==> src/rtl/iilp_pkg.sv <==
// shared constants and types for the impulse length and padding core
package iilp_pkg;

	localparam int MaxSamples = 4096;
	localparam int IdxW       = 12;
	localparam int LenW       = 13;
	localparam int CoefW      = 32;
	localparam int AccW       = 64;

	localparam logic [LenW-1:0]  MaxPadReset = 13'd4096;
	localparam logic [31:0]      TolReset    = 32'd4295;
	localparam logic [CoefW-1:0] CoefOne     = 32'h1000_0000;

	localparam logic [0:0] RegMaxPad = 1'b0;
	localparam logic [0:0] RegTol    = 1'b1;

	// divider request and response between sequencer and divide unit
	typedef struct packed {
		logic            start;
		logic [AccW-1:0] dividend;
		logic [CoefW-1:0] divisor;
	} iilp_div_req_t;

	typedef struct packed {
		logic             done;
		logic [CoefW-1:0] quotient;
	} iilp_div_rsp_t;

	function automatic logic [AccW:0] sat_add64(input logic [AccW-1:0] a, input logic [AccW-1:0] b);
		logic [AccW:0] s;
		s = {1'b0, a} + {1'b0, b};
		sat_add64 = s[AccW] ? {1'b0, {AccW{1'b1}}} : s;
	endfunction

endpackage

==> src/rtl/iilp_mac.sv <==
// shared 32x32 signed or unsigned multiplier with registered product
module iilp_mac
	import iilp_pkg::*;
(
	input  logic             clk,
	input  logic             op_sgn,
	input  logic [CoefW-1:0] op_a,
	input  logic [CoefW-1:0] op_b,
	output logic [AccW-1:0]  prod_s1
);

	logic signed [CoefW:0]     ext_a, ext_b;
	logic signed [2*CoefW+1:0] full;

	// one extra top bit selects signed or unsigned operands
	always_comb begin
		ext_a = {op_sgn & op_a[CoefW-1], op_a};
		ext_b = {op_sgn & op_b[CoefW-1], op_b};
		full  = ext_a * ext_b;
	end

	always_ff @(posedge clk) begin
		prod_s1 <= full[AccW-1:0];
	end

endmodule

==> config.mk <==
export PLATFORM = sky130hd
export DESIGN_NAME = iilp_mac
export DESIGN_NICKNAME = d
export VERILOG_FILES = /design/src/rtl/iilp_pkg.sv /design/src/rtl/iilp_mac.sv
export SDC_FILE = /design/constraint.sdc
export NUM_CORES = 2
export LEC_CHECK = 0
export ABC_AREA = 0
export BUFFER_PORTS_ARGS = -buffer_cell sky130_fd_sc_hd__buf_4
export CORE_MARGIN = 2
export CORE_UTILIZATION = 36
export CTS_BUF_LIST = sky130_fd_sc_hd__clkbuf_4
export CTS_CLUSTER_SIZE = 24
export DETAILED_ROUTE_END_ITERATION = 8
export PLACE_DENSITY = 0.63
export SETUP_SLACK_MARGIN = 0.15
export SLEW_MARGIN = 10
export SYNTH_ARGS = -nofsm -noshare
export SYNTH_HDL_FRONTEND = slang
export SYNTH_SLANG_ARGS = --single-unit
==> constraint.sdc <==
create_clock -name clk -period 9.3 [get_ports clk]
set_clock_uncertainty 0.05 [all_clocks]
set_input_delay 1.86 -clock clk [delete_from_list [all_inputs] [get_ports clk]]
set_output_delay 1.86 -clock clk [all_outputs]
set_load 0.02 [all_outputs]
Word level (Yosys, flattened, before mapping)
Index checks and enable logic that the tools add are counted.
{"block": "op_classes", "n_mul": 1, "bitwise": 2}
{"cell": "multiplier 33 x 33 -> 64 bit", "n": 1}
{"cell": "AND 1 bit", "n": 2}
{"block": "totals", "register_bits": 64, "output_inout_bits": 64, "elab_cells": 4}

Depth between registers and ports, before layout
{"block": "depth", "word_depth": 2, "mapped_depth": 29}

Least setup slack after synthesis
Ideal clock, no wire load.
{"block": "synth_timing", "path_kind": "input to register", "from": "in op_sgn", "to": "reg prod_s1[57]", "t_arrival_ns": 9.437, "t_required_ns": 9.178, "path_slack_ns": -0.259, "path_stages": 25, "path_buffers": 3, "cell_sequence": "clkbuf_1 > clkbuf_1 > and3_1 > fa_1 > fa_1 > fa_1 > inv_1 > fa_1 > inv_1 > fa_1 > fa_1 > inv_1 > fa_1 > fa_1 > inv_1 > ha_1 > clkbuf_1 > and3_1 > and2_1 > a221o_1 > a31oi_2 > a21oi_2 > or3_1 > a21oi_2 > xnor2_1"}
{"block": "synth_between", "elab_chain_len": 2, "elab_cells_between_ends": 3}
{"element": "start: declaration", "line_no": "iilp_mac.sv:6", "rtl": "input logic op_sgn,"}
{"element": "AND 1 bit (on tied branches)", "line_no": "iilp_mac.sv:17, iilp_mac.sv:18"}
{"element": "multiplier 33 x 33 -> 64 bit *", "line_no": "iilp_mac.sv:19", "rtl": "full = ext_a * ext_b;"}
{"element": "via full[57]", "line_no": "iilp_mac.sv:13", "rtl": "logic signed [2*CoefW+1:0] full;"}
{"element": "end signal: assignment", "line_no": "iilp_mac.sv:23", "rtl": "prod_s1 <= full[AccW-1:0];"}
{"element": "end: declaration", "line_no": "iilp_mac.sv:9", "rtl": "output logic [AccW-1:0] prod_s1"}
The timed path passes the listed nets; every way through them passes the cells marked *.

Worst setup path in the final report
{"block": "layout_timing", "from": "in op_sgn", "to": "reg prod_s1[59]"}
The elaborated chain is that of the path after synthesis.

==> results.cfg <==
[run_status]
outcome = completed

[layout]
drive_gt1_share_pct = 8.89
regMostFlops = prod_s1
largest_registers = prod_s1: 64 flops
final_cell_mix = sky130_fd_sc_hd__fa_1 (1122), sky130_fd_sc_hd__inv_1 (1093), sky130_fd_sc_hd__nand2_1 (725)
final_nets = 5775
final-instance-count-excl-fill = 5794
layout.cells.most_common = sky130_fd_sc_hd__fa_1
syn_to_final_growth_pct = 9.48
largest_reg_flops = 64
utilization_pct = 39.6

[floorplanning]
io_pins = 130
initial_core_util_pct = 36.2
die-height_um = 334
placementRows = 121
die_width_um = 334
core_area_um2 = 109000
floorplan.die_area_um2 = 112000

[synthesis]
synth_edf_count = 0
synth.yosys.seq_area_share_pct = 3.26
post_synth_instance_area_um2 = 39300
postSynthNetCount = 5649
ys_async_sr_fraction_pct = 0
synth_ff_type = sky130_fd_sc_hd__dfxtp_1
post_synth_num_cell_types = 68
postSynthCellCount = 4246
synth_seq_cells = 64
total_of_warnings_raised_by_yosys = 0
syn_area_per_cell_um2 = 9.25

[setup_path]
max_fanout_on_critical_path = 8
category_of_the_worst_setup_path_capture_point = flop
cp_data_required_time_ns = 9.67
worstSetupPathType = in -> reg
crit_family = adder cells
cp.arrival_ns = 9.36
critical_path.most_common_cell = sky130_fd_sc_hd__fa_1
worst_path_max_delay_cell = sky130_fd_sc_hd__fa_1
max_stage_delay_ns = 0.66
path_depth = 29
setup.worst_path.end = prod_s1[59]
worst_setup_path_startpoint = op_sgn
setup.worst_path.start_class = input pin
cp.buffers_inverters = 9

[cts]
cts.root.buffer_cell = sky130_fd_sc_hd__clkbuf_4
cts.sink_count = 64
cts_buf_count = 9
clk_transition_reported_paths_ns = 0.12
htree_num_levels = 3
tritoncts_clock_tree = yes
clk_path_buf_depth = 2

[sta]
min_hold_slack_ns = 1.88
setup-tns-final_ns = 0
rsz0062_at_grt = true
post-route-min-period_ns = 8.99
slew_headroom_pct = 59.6
slew_violations = 0
setup_violating_endpoint_count_in_the_final_report = 0
fmax_mhz = 111
worstMarginPinSlew_ns = 0.605
fin_crit_sh_pct = 96.7
final_hold_viol_count = 0

[global_route]
maximum_number_of_pins_on_one_net_before_global_route_repair = 50
grt_util_all_layers_pct = 20.4
globalRoute.totalOverflow = 0
grt_antenna_before_repair = 7
grt_pass1_wl_mm = 175
vias_in_the_first_global_route = 31900

[detailed_routing]
routed-via-count = 28600
drt_iter0_markers = 1602
drt-pass1-iter-count = 7
avgViaCountPerCell = 4.94
detail-route-antenna-nets = 0
wl_mm = 109
wl_per_cell_um = 18.8
drcViolationCount = 0

[worst_hold_path]
hold_class = in -> reg

[placed_design]
number_of_placed_instances_taps_included = 5773
placement.io_buffers = 129
globalplace.congestion = 0.897
place.detailed.hpwl_mm = 94.8

[job]
max_cap_violations = 0
-- per-layer routing --
layer	vias up	GRT usage, %	routed length [um]
met4	4	8.32	5150
met1	15100	24.1	39600
met5	-	0	23
li1	12300	-	-
met3	248	2.35	5950
met2	943	37.4	58400
-- logic make-up after synthesis --
group	count (synthesis)	synth area share (%)
fa+ha+maj	1337	64.1
buf+inv	1319	12.6
simple gates	1251	14.9
compound gates	200	3.45
xor+xnor	74	1.65
flops	64	3.26
mux	1	0.0255
-- through the flow --
stage	instance area (um^2)	setup WS, ns
6_report	43000	0.308
5_1_grt	43000	0.137
4_1_cts	43000	0.266
3_5_place_dp	42800	-0.697
3_3_place_gp	42800	-0.750
2_1_floorplan	39300	0.160
-- layout make-up --
type                       instances  area, um^2
multi-input combinational       2863       33100
sequential                        64        1280
fill                           10800       65500
inverter                        1097        4120
clock inverter                     5        48.8
tap                             1414        1770
clock buffer                      10        75.1
antenna                            4        10.0
timing repair buffer             337        2620
-- tightest hold or removal path: stages --
cell and delay (ns):
sky130_fd_sc_hd__buf_4 0.16, sky130_fd_sc_hd__buf_4 0.20, sky130_fd_sc_hd__and2_1 0.15
-- repair_timing --
action / CTS / global route
cloned: 0 / 0
pin swaps: 1 / 6
resized for setup: 2 / 8
hold buffers: 0 / 0
setup buffers: 1 / 1
endpoints found under the setup margin: 5 / 10
-- cell usage after synthesis, types with 3 or more instances --
cell type                  number  area share, %
sky130_fd_sc_hd__o21ai_0       23           0.29
sky130_fd_sc_hd__o21bai_1      17           0.32
sky130_fd_sc_hd__and3_1        26           0.41
sky130_fd_sc_hd__o211ai_1       4          0.076
sky130_fd_sc_hd__a21o_1        24           0.46
sky130_fd_sc_hd__ha_1         212            6.8
sky130_fd_sc_hd__nor2b_1        4          0.064
sky130_fd_sc_hd__nor3_1        11           0.14
sky130_fd_sc_hd__nand4_1       10           0.16
sky130_fd_sc_hd__and2_1       360            5.7
sky130_fd_sc_hd__buf_2          4          0.051
sky130_fd_sc_hd__a31oi_1       12           0.19
sky130_fd_sc_hd__clkbuf_1     212            2.0
sky130_fd_sc_hd__o221ai_1       3          0.067
sky130_fd_sc_hd__nand3_1       18           0.23
sky130_fd_sc_hd__inv_1       1097             10
sky130_fd_sc_hd__fa_1        1125             57
sky130_fd_sc_hd__o21ai_1        6          0.076
sky130_fd_sc_hd__a21boi_0       4          0.076
sky130_fd_sc_hd__a211oi_1       7           0.13
sky130_fd_sc_hd__o21a_1         8           0.15
sky130_fd_sc_hd__buf_1          3          0.029
sky130_fd_sc_hd__a21oi_1       61           0.78
sky130_fd_sc_hd__nand2_1      726            6.9
sky130_fd_sc_hd__xnor2_1       53            1.2
sky130_fd_sc_hd__or2_2         10           0.16
sky130_fd_sc_hd__xor2_1        21           0.47
sky130_fd_sc_hd__dfxtp_1       64            3.3
sky130_fd_sc_hd__nor2_1        59           0.56
sky130_fd_sc_hd__nand2b_1       8           0.13
sky130_fd_sc_hd__or3_1          7           0.11
-- worst min-delay path by stage --
stage	from	end	slack, ns	cells after the start
after CTS	op_a[0]	prod_s1[0]	1.84	3
after floorplan	op_b[0]	prod_s1[0]	1.94	1
after detailed placement	prod_s1[40]	prod_s1[40]	2.23	1
final	op_a[0]	prod_s1[0]	1.88	3
after global routing	op_a[0]	prod_s1[0]	1.84	3
after global placement	prod_s1[29]	prod_s1[29]	2.22	1
Power is not shown: default switching activity piles up to over one toggle a cycle in this logic, so the estimate is an artifact.
