$ cat config.mk
export PLATFORM = sky130hd
export DESIGN_NAME = iilp_div
export DESIGN_NICKNAME = d
export VERILOG_FILES = /design/src/rtl/iilp_pkg.sv /design/src/rtl/iilp_div.sv
export SDC_FILE = /design/constraint.sdc
export NUM_CORES = 1
export LEC_CHECK = 0
export BUFFER_PORTS_ARGS = -buffer_cell sky130_fd_sc_hd__buf_2
export CAP_MARGIN = 20
export CELL_PAD_IN_SITES_DETAIL_PLACEMENT = 0
export CELL_PAD_IN_SITES_GLOBAL_PLACEMENT = 1
export CORE_UTILIZATION = 49
export DETAILED_ROUTE_END_ITERATION = 12
export PLACE_DENSITY_LB_ADDON = 0.1
export SYNTH_ARGS = -nofsm -noshare
export SYNTH_HDL_FRONTEND = slang
export SYNTH_SLANG_ARGS = --single-unit
$ cat constraint.sdc
create_clock -name clk -period 8.46 [get_ports clk]
set_clock_uncertainty 0.15 [all_clocks]
set_input_delay 1.269 -clock clk [delete_from_list [all_inputs] [get_ports clk]]
set_output_delay 1.269 -clock clk [all_outputs]
set_load 0.02 [all_outputs]
$ cat src/rtl/iilp_pkg.sv
// shared constants and types for the impulse length and padding core
package iilp_pkg;

	localparam int MaxSamples = 4096;
	localparam int IdxW       = 12;
	localparam int LenW       = 13;
	localparam int CoefW      = 32;
	localparam int AccW       = 64;

	localparam logic [LenW-1:0]  MaxPadReset = 13'd4096;
	localparam logic [31:0]      TolReset    = 32'd4295;
	localparam logic [CoefW-1:0] CoefOne     = 32'h1000_0000;

	localparam logic [0:0] RegMaxPad = 1'b0;
	localparam logic [0:0] RegTol    = 1'b1;

	// divider request and response between sequencer and divide unit
	typedef struct packed {
		logic            start;
		logic [AccW-1:0] dividend;
		logic [CoefW-1:0] divisor;
	} iilp_div_req_t;

	typedef struct packed {
		logic             done;
		logic [CoefW-1:0] quotient;
	} iilp_div_rsp_t;

	function automatic logic [AccW:0] sat_add64(input logic [AccW-1:0] a, input logic [AccW-1:0] b);
		logic [AccW:0] s;
		s = {1'b0, a} + {1'b0, b};
		sat_add64 = s[AccW] ? {1'b0, {AccW{1'b1}}} : s;
	endfunction

endpackage

$ cat src/rtl/iilp_div.sv
// radix-2 restoring divider producing the saturated q4.28 sample
module iilp_div
	import iilp_pkg::*;
(
	input  logic          clk,
	input  logic          arst_n,
	input  iilp_div_req_t req,
	output iilp_div_rsp_t rsp
);

	// magnitude quotient needs 64+4 bits: shift dividend left 4 then divide
	localparam int NumW = AccW + 4;

	logic [NumW-1:0]  num_q;
	logic [CoefW:0]   rem_q;
	logic [NumW-1:0]  quo_q;
	logic [CoefW-1:0] den_q;
	logic             neg_q;
	logic [6:0]       cnt_q;
	logic             busy_q;
	logic             done_q;

	logic [CoefW:0]   rem_sh;
	logic [CoefW+1:0] rem_sub;
	logic [AccW-1:0]  mag_a;
	logic [CoefW-1:0] mag_d;

	always_comb begin
		mag_a   = req.dividend[AccW-1] ? (~req.dividend + 1'b1) : req.dividend;
		mag_d   = req.divisor[CoefW-1] ? (~req.divisor + 1'b1) : req.divisor;
		rem_sh  = {rem_q[CoefW-1:0], num_q[NumW-1]};
		rem_sub = {1'b0, rem_sh} - {2'b0, den_q};
	end

	always_ff @(posedge clk or negedge arst_n) begin
		if (!arst_n) begin
			busy_q <= 1'b0;
			done_q <= 1'b0;
			cnt_q  <= '0;
		end else begin
			done_q <= 1'b0;
			if (req.start) begin
				busy_q <= 1'b1;
				cnt_q  <= 7'(NumW);
			end else if (busy_q) begin
				cnt_q <= cnt_q - 1'b1;
				if (cnt_q == 7'd1) begin
					busy_q <= 1'b0;
					done_q <= 1'b1;
				end
			end
		end
	end

	always_ff @(posedge clk) begin
		if (req.start) begin
			num_q <= {mag_a, 4'b0};
			den_q <= mag_d;
			neg_q <= req.dividend[AccW-1] ^ req.divisor[CoefW-1];
			rem_q <= '0;
			quo_q <= '0;
		end else if (busy_q) begin
			num_q <= {num_q[NumW-2:0], 1'b0};
			if (!rem_sub[CoefW+1]) begin
				rem_q <= rem_sub[CoefW:0];
				quo_q <= {quo_q[NumW-2:0], 1'b1};
			end else begin
				rem_q <= rem_sh;
				quo_q <= {quo_q[NumW-2:0], 1'b0};
			end
		end
	end

	logic big;
	always_comb begin
		big = |quo_q[NumW-1:31];
		rsp.done = done_q;
		if (neg_q) begin
			if (big || quo_q[30:0] == 31'd0)
				rsp.quotient = big ? 32'h8000_0000 : 32'd0;
			else
				rsp.quotient = ~{1'b0, quo_q[30:0]} + 1'b1;
		end else begin
			rsp.quotient = big ? 32'h7FFF_FFFF : {1'b0, quo_q[30:0]};
		end
	end

	assert property (@(posedge clk) disable iff (!arst_n) done_q |-> !busy_q)
		else $error("divider done while busy");
	assert property (@(posedge clk) disable iff (!arst_n) req.start |=> busy_q)
		else $error("divider did not start");
	assert property (@(posedge clk) disable iff (!arst_n) busy_q |-> cnt_q != 7'd0)
		else $error("divider count underflow");

endmodule

# --- After elaboration in Yosys (flattened, before gate mapping) ---
# Cells that the tools add are included.
word_totals:
  register_bits: 206
  inputBits: 99
  wordCells: 41
classes:
  n_mux: 18
  n_eq_ne: 1
  n_reduce_logical: 4
  addsub: 5
  bitwise_logic: 4
ops:
  columns: ["cell", "n"]
  rows:
  - ["two-way mux 68 bit", 2]
  - ["two-way mux 32 bit", 4]
  - ["adder 32 x 1 -> 32 bit, second input constant", 2]
  - ["adder 64 x 1 -> 64 bit, second input constant", 1]
  - ["two-way mux 64 bit", 1]
  - ["NOT 64 bit", 1]
  - ["two-way mux 31 bit", 2]
  - ["OR reduction 37 bit", 1]
  - ["subtractor 33 x 32 -> 34 bit", 1]
  - ["NOT 31 -> 32 bit", 1]
  - ["NOT 32 bit", 1]
  - ["zero test 31 bit", 1]
  - ["two-way mux 7 bit", 2]
  - ["== test 7 x 1 -> 1 bit, second input constant", 1]
  - ["two-way mux 1 bit", 7]
  - ["subtractor 7 x 1 -> 7 bit, second input constant", 1]
  - ["nonzero test 2 bit", 1]
  - ["logical OR 1 bit", 1]
  - ["XOR 1 bit", 1]

# --- Longest topological paths before layout ---
logic_depth:
  ltp_word: 4
  depth_mapped: 14
  ltp_nobuf: 13

# --- Least setup slack after synthesis ---
# No wires, ideal clock.
synth_path:
  kind: "register -> output"
  start: "register quo_q[0]"
  end: "output rsp[30] in the netlist's numbering"
  t_arrival_ps: 3327
  n_path_buf: 0
  stages_incl_launch_ff: 11
  slack_ps: 3714
  required_ps: 7041
  path_cell_list: "dfxtp_1 inv_1 ha_1 or4b_1 or3_1 or3_1 or3_1 or3_1 or3_1 o211a_1 o21ai_1"
synth_lines:
  columns: ["element", "line", "text"]
  rows:
  - ["start, declared", "iilp_div.sv:16", "logic [NumW-1:0] quo_q;"]
  - ["start signal, assigned", "iilp_div.sv:66", "quo_q <= {quo_q[NumW-2:0], 1'b1};"]
  - ["start signal, assigned", "iilp_div.sv:69", "quo_q <= {quo_q[NumW-2:0], 1'b0};"]
  - ["end, declared", "iilp_div.sv:8", "output iilp_div_rsp_t rsp"]

==> impl_metrics.sql <==
INSERT INTO impl_metrics (metric_group, metric, value, unit) VALUES
('status', 'outcome', 'finished, final reports clean', ''),
('sta', 'grt_setup_unrepaired', 'no', ''),
('place', 'post-dp-hpwl', '19500', 'microns'),
('clock_tree', 'post_cts_resized', '0', ''),
('yosys', 'post_synth_main_area_contributors', 'sky130_fd_sc_hd__edfxtp_1 (23%), sky130_fd_sc_hd__dfxtp_1 (16%), sky130_fd_sc_hd__nor2_1 (5.6%), sky130_fd_sc_hd__mux2i_1 (5.4%), sky130_fd_sc_hd__xor2_1 (4.7%)', ''),
('global_route', 'grt_pass1_wl', '46600', 'microns'),
('worst_hold_path', 'hold_crit_class', 'register to register', ''),
('yosys', 'count_of_flip_flops_with_a_built_in_enable_after_synthesis', '97', ''),
('sta', 'finalWorstPathRequiredPeriod', '5.96', 'ns'),
('floorplanning', 'floorplan.initialDensity', '49.8', '%'),
('yosys', 'syn-cell-area', '12500', 'sq um'),
('critical_path', 'r2r-end', 'rem_q[6]', ''),
('sta', 'final.setup.tns', '0', 'ns'),
('clock_tree', 'root_buffer', 'sky130_fd_sc_hd__clkbuf_16', ''),
('place', 'io_buffers', '131', ''),
('yosys', 'synth_seq_area_share', '41.1', '%'),
('sta', 'slew_hr', '33.3', '%'),
('cells_and_area', 'utilization', '56.4', '%'),
('detailed_routing', 'avgViaCountPerCell', '5.62', ''),
('global_route', 'grt_pass1_vias', '9614', ''),
('detailed_routing', 'post_drt_wl_per_cell', '15.3', 'microns'),
('global_route', 'number_of_antenna_violations_at_the_first_check_in_global_routing', '0', ''),
('flow_run', 'cap_violations', '0', ''),
('critical_path', 'critical_path.startpoint_type', 'register', ''),
('place', 'detailed_place.area', '13400', 'sq um'),
('clock_tree', 'worst_skew_pair.late_latency', '0.51', 'ns'),
('floorplanning', 'floorplan.core_area', '25100', 'sq um'),
('yosys', 'synth.largest_area_cell', 'sky130_fd_sc_hd__edfxtp_1', ''),
('critical_path', 'regToRegStartpoint', 'den_q[2]', ''),
('worst_hold_path', 'hold_path_depth', '2', ''),
('yosys', 'yosysWarnings', '0', ''),
('global_route', 'grt_overflow', '0', ''),
('critical_path', 'timing.reg2reg.setup_slack', '4.72', 'ns'),
('cells_and_area', 'layout.filler_cells', '2447', ''),
('detailed_routing', 'vias', '10377', ''),
('clock_tree', 'post_cts_buffers', '0', ''),
('yosys', 'top_reg_cell_synth', 'sky130_fd_sc_hd__dfxtp_1', ''),
('floorplanning', 'io_pins', '132', ''),
('cells_and_area', 'fin_nets', '1636', ''),
('detailed_routing', 'totalWireLength', '28200', 'microns'),
('clock_tree', 'cts_max_path_bufs', '3', ''),
('floorplanning', 'placement_rows', '58', ''),
('critical_path', 'worst-r2r-cell-count', '12', ''),
('cells_and_area', 'areaGrowthSynthToFinish', '13.4', '%'),
('yosys', 'synth-async-reset-ratio', '4.37', '%'),
('sta', 'timing_hold_violations_final', '0', ''),
('critical_path', 'critical_path.max_fanout', '33', ''),
('pwr', 'pwr_density_cell', '244', 'nW/um^2'),
('worst_hold_path', 'timing.hold.worst_endpoint', 'rem_q[31]', ''),
('clock_tree', 'cts_htree_levels', '1', ''),
('yosys', 'synth_cells', '1409', ''),
('floorplanning', 'total_die_area', '26100', 'sq um'),
('floorplanning', 'die_h', '162', 'microns'),
('critical_path', 'worst_ep_arrival_time', '4.54', 'ns'),
('global_route', 'grt_start_max_net_pins', '109', ''),
('cells_and_area', 'drive_above_1_share', '13.6', '%'),
('floorplanning', 'fp.dieW', '162', 'microns'),
('pwr', 'vdd_ir_drop_max', '165', 'uV'),
('clock_tree', 'numClockSinks', '206', ''),
('cells_and_area', 'fin_area', '14200', 'sq um'),
('pwr', 'report.power.total', '3.46', 'mW'),
('critical_path', 'critical_path_class', 'register to output pin', ''),
('sta', 'max_freq', '168', 'MHz'),
('global_route', 'gr-usage-all-layers', '21.3', '%'),
('detailed_routing', 'drt_pre_antenna_iters', '5', ''),
('sta', 'setup_violations', '0', ''),
('critical_path', 'worst_setup_path_end_kind', 'output pin', ''),
('yosys', 'synth_area_per_cell', '8.87', 'sq um'),
('yosys', 'ys_ff_latch', '206', ''),
('pwr', 'leakage', '6.30', 'nW'),
('yosys', 'synthDistinctLibCells', '66', '');
## layer usage
layer | vias to the layer above | global-route usage, % | routed length [microns]
li1 | 5286 | - | -
met1 | 4857 | 30.0 | 13800
met2 | 194 | 34.8 | 12800
met3 | 40 | 2.71 | 1090
met4 | 0 | 4.93 | 539
met5 | - | 0 | 0
## metrics by stage
step | setup WS, ns | instances
6_report | 2.50 | 1847
5_1_grt | 2.13 | 1847
4_1_cts | 2.54 | 1847
3_5_place_dp | 3.09 | 1803
3_3_place_gp | 3.14 | 1802
2_1_floorplan | 3.71 | 1409
## worst max-delay path: stages, from the launching register on
cell and delay, ns:
sky130_fd_sc_hd__dfxtp_1 0.34, sky130_fd_sc_hd__inv_1 0.09, sky130_fd_sc_hd__ha_1 0.20, sky130_fd_sc_hd__or4b_1 0.51, sky130_fd_sc_hd__or3_1 0.44, sky130_fd_sc_hd__or3_1 0.34, sky130_fd_sc_hd__or3_1 0.34, sky130_fd_sc_hd__nor3_1 0.24
sky130_fd_sc_hd__a21o_1 0.80, sky130_fd_sc_hd__nor3_1 0.07, sky130_fd_sc_hd__o21ai_0 0.18, sky130_fd_sc_hd__o311ai_0 0.20, sky130_fd_sc_hd__buf_2 0.26
## flip-flops by register name, summed over array words and instances (netlist names)
signal	count
busy_q	1
cnt_q	7
den_q	32
done_q	1
neg_q	1
num_q	64
quo_q	68
rem_q	32
## power by group
part	leakage [nW]	switching, mW	internal [mW]
logic	4.01	0.679	0.471
clock network	0.397	0.404	0.634
registers	1.89	0.0836	1.19
## cell families after synthesis
logic type	Yosys count	synth area share [%]
simple gates	502	18.8
compound gates	329	17.3
flops	206	41.1
buf+inv	137	4.23
xor+xnor	119	8.34
mux	78	6.35
fa+ha+maj	38	3.87
## synthesized netlist by cell type (6+ instances only)
master / n
sky130_fd_sc_hd__a21o_1: 21
sky130_fd_sc_hd__a21oi_1: 92
sky130_fd_sc_hd__a311oi_1: 26
sky130_fd_sc_hd__a31oi_1: 10
sky130_fd_sc_hd__buf_1: 9
sky130_fd_sc_hd__clkbuf_1: 64
sky130_fd_sc_hd__dfrtp_1: 9
sky130_fd_sc_hd__dfxtp_1: 100
sky130_fd_sc_hd__edfxtp_1: 97
sky130_fd_sc_hd__ha_1: 37
sky130_fd_sc_hd__inv_1: 60
sky130_fd_sc_hd__mux2_2: 10
sky130_fd_sc_hd__mux2i_1: 68
sky130_fd_sc_hd__nand2_1: 130
sky130_fd_sc_hd__nand2b_1: 10
sky130_fd_sc_hd__nand3_1: 21
sky130_fd_sc_hd__nand3b_1: 6
sky130_fd_sc_hd__nand4_1: 9
sky130_fd_sc_hd__nor2_1: 188
sky130_fd_sc_hd__nor2b_1: 7
sky130_fd_sc_hd__nor3_1: 31
sky130_fd_sc_hd__nor4_1: 22
sky130_fd_sc_hd__o211a_1: 11
sky130_fd_sc_hd__o21ai_0: 69
sky130_fd_sc_hd__o21ai_1: 9
sky130_fd_sc_hd__o311ai_0: 12
sky130_fd_sc_hd__o31ai_1: 24
sky130_fd_sc_hd__o41ai_1: 14
sky130_fd_sc_hd__or2_2: 6
sky130_fd_sc_hd__or3_1: 35
sky130_fd_sc_hd__or4_1: 12
sky130_fd_sc_hd__xnor2_1: 52
sky130_fd_sc_hd__xor2_1: 67
## worst max-delay path by stage
stage,startpoint,end,slack [ns],cells past startpoint
after CTS,quo_q[0],rsp[6],2.54,12
after floorplan,quo_q[0],rsp[30],3.71,10
after global placement,quo_q[0],rsp[6],3.14,12
final,quo_q[0],rsp[6],2.50,12
after detailed placement,quo_q[0],rsp[6],3.09,12
after global routing,quo_q[0],rsp[9],2.13,12
## final cells by class
class	instances	area [sq um]	area share [%]
sequential	206	5140	36.3
clock buffer	37	742	5.24
multi-input combinational	1066	6830	48.2
tap	330	413	2.91
inverter	60	225	1.59
clock inverter	7	66.3	0.468
timing repair buffer	141	747	5.27
## placed cells by master (no fill, tap or decap), types with 22 or more instances in the layout
| master | instances |
|---|---|
| sky130_fd_sc_hd__buf_2 | 130 |
| sky130_fd_sc_hd__nor2_1 | 187 |
| sky130_fd_sc_hd__a21oi_1 | 92 |
| sky130_fd_sc_hd__edfxtp_1 | 97 |
| sky130_fd_sc_hd__nand2_1 | 130 |
| sky130_fd_sc_hd__mux2i_1 | 68 |
| sky130_fd_sc_hd__or3_1 | 35 |
| sky130_fd_sc_hd__a311oi_1 | 26 |
| sky130_fd_sc_hd__inv_1 | 60 |
| sky130_fd_sc_hd__nor3_1 | 31 |
| sky130_fd_sc_hd__xnor2_1 | 52 |
| sky130_fd_sc_hd__xor2_1 | 67 |
| sky130_fd_sc_hd__dfxtp_1 | 100 |
| sky130_fd_sc_hd__nor4_1 | 22 |
| sky130_fd_sc_hd__ha_1 | 37 |
| sky130_fd_sc_hd__clkbuf_16 | 26 |
| sky130_fd_sc_hd__o21ai_0 | 69 |
| sky130_fd_sc_hd__o31ai_1 | 24 |
Power figures use the tool's default switching activity.
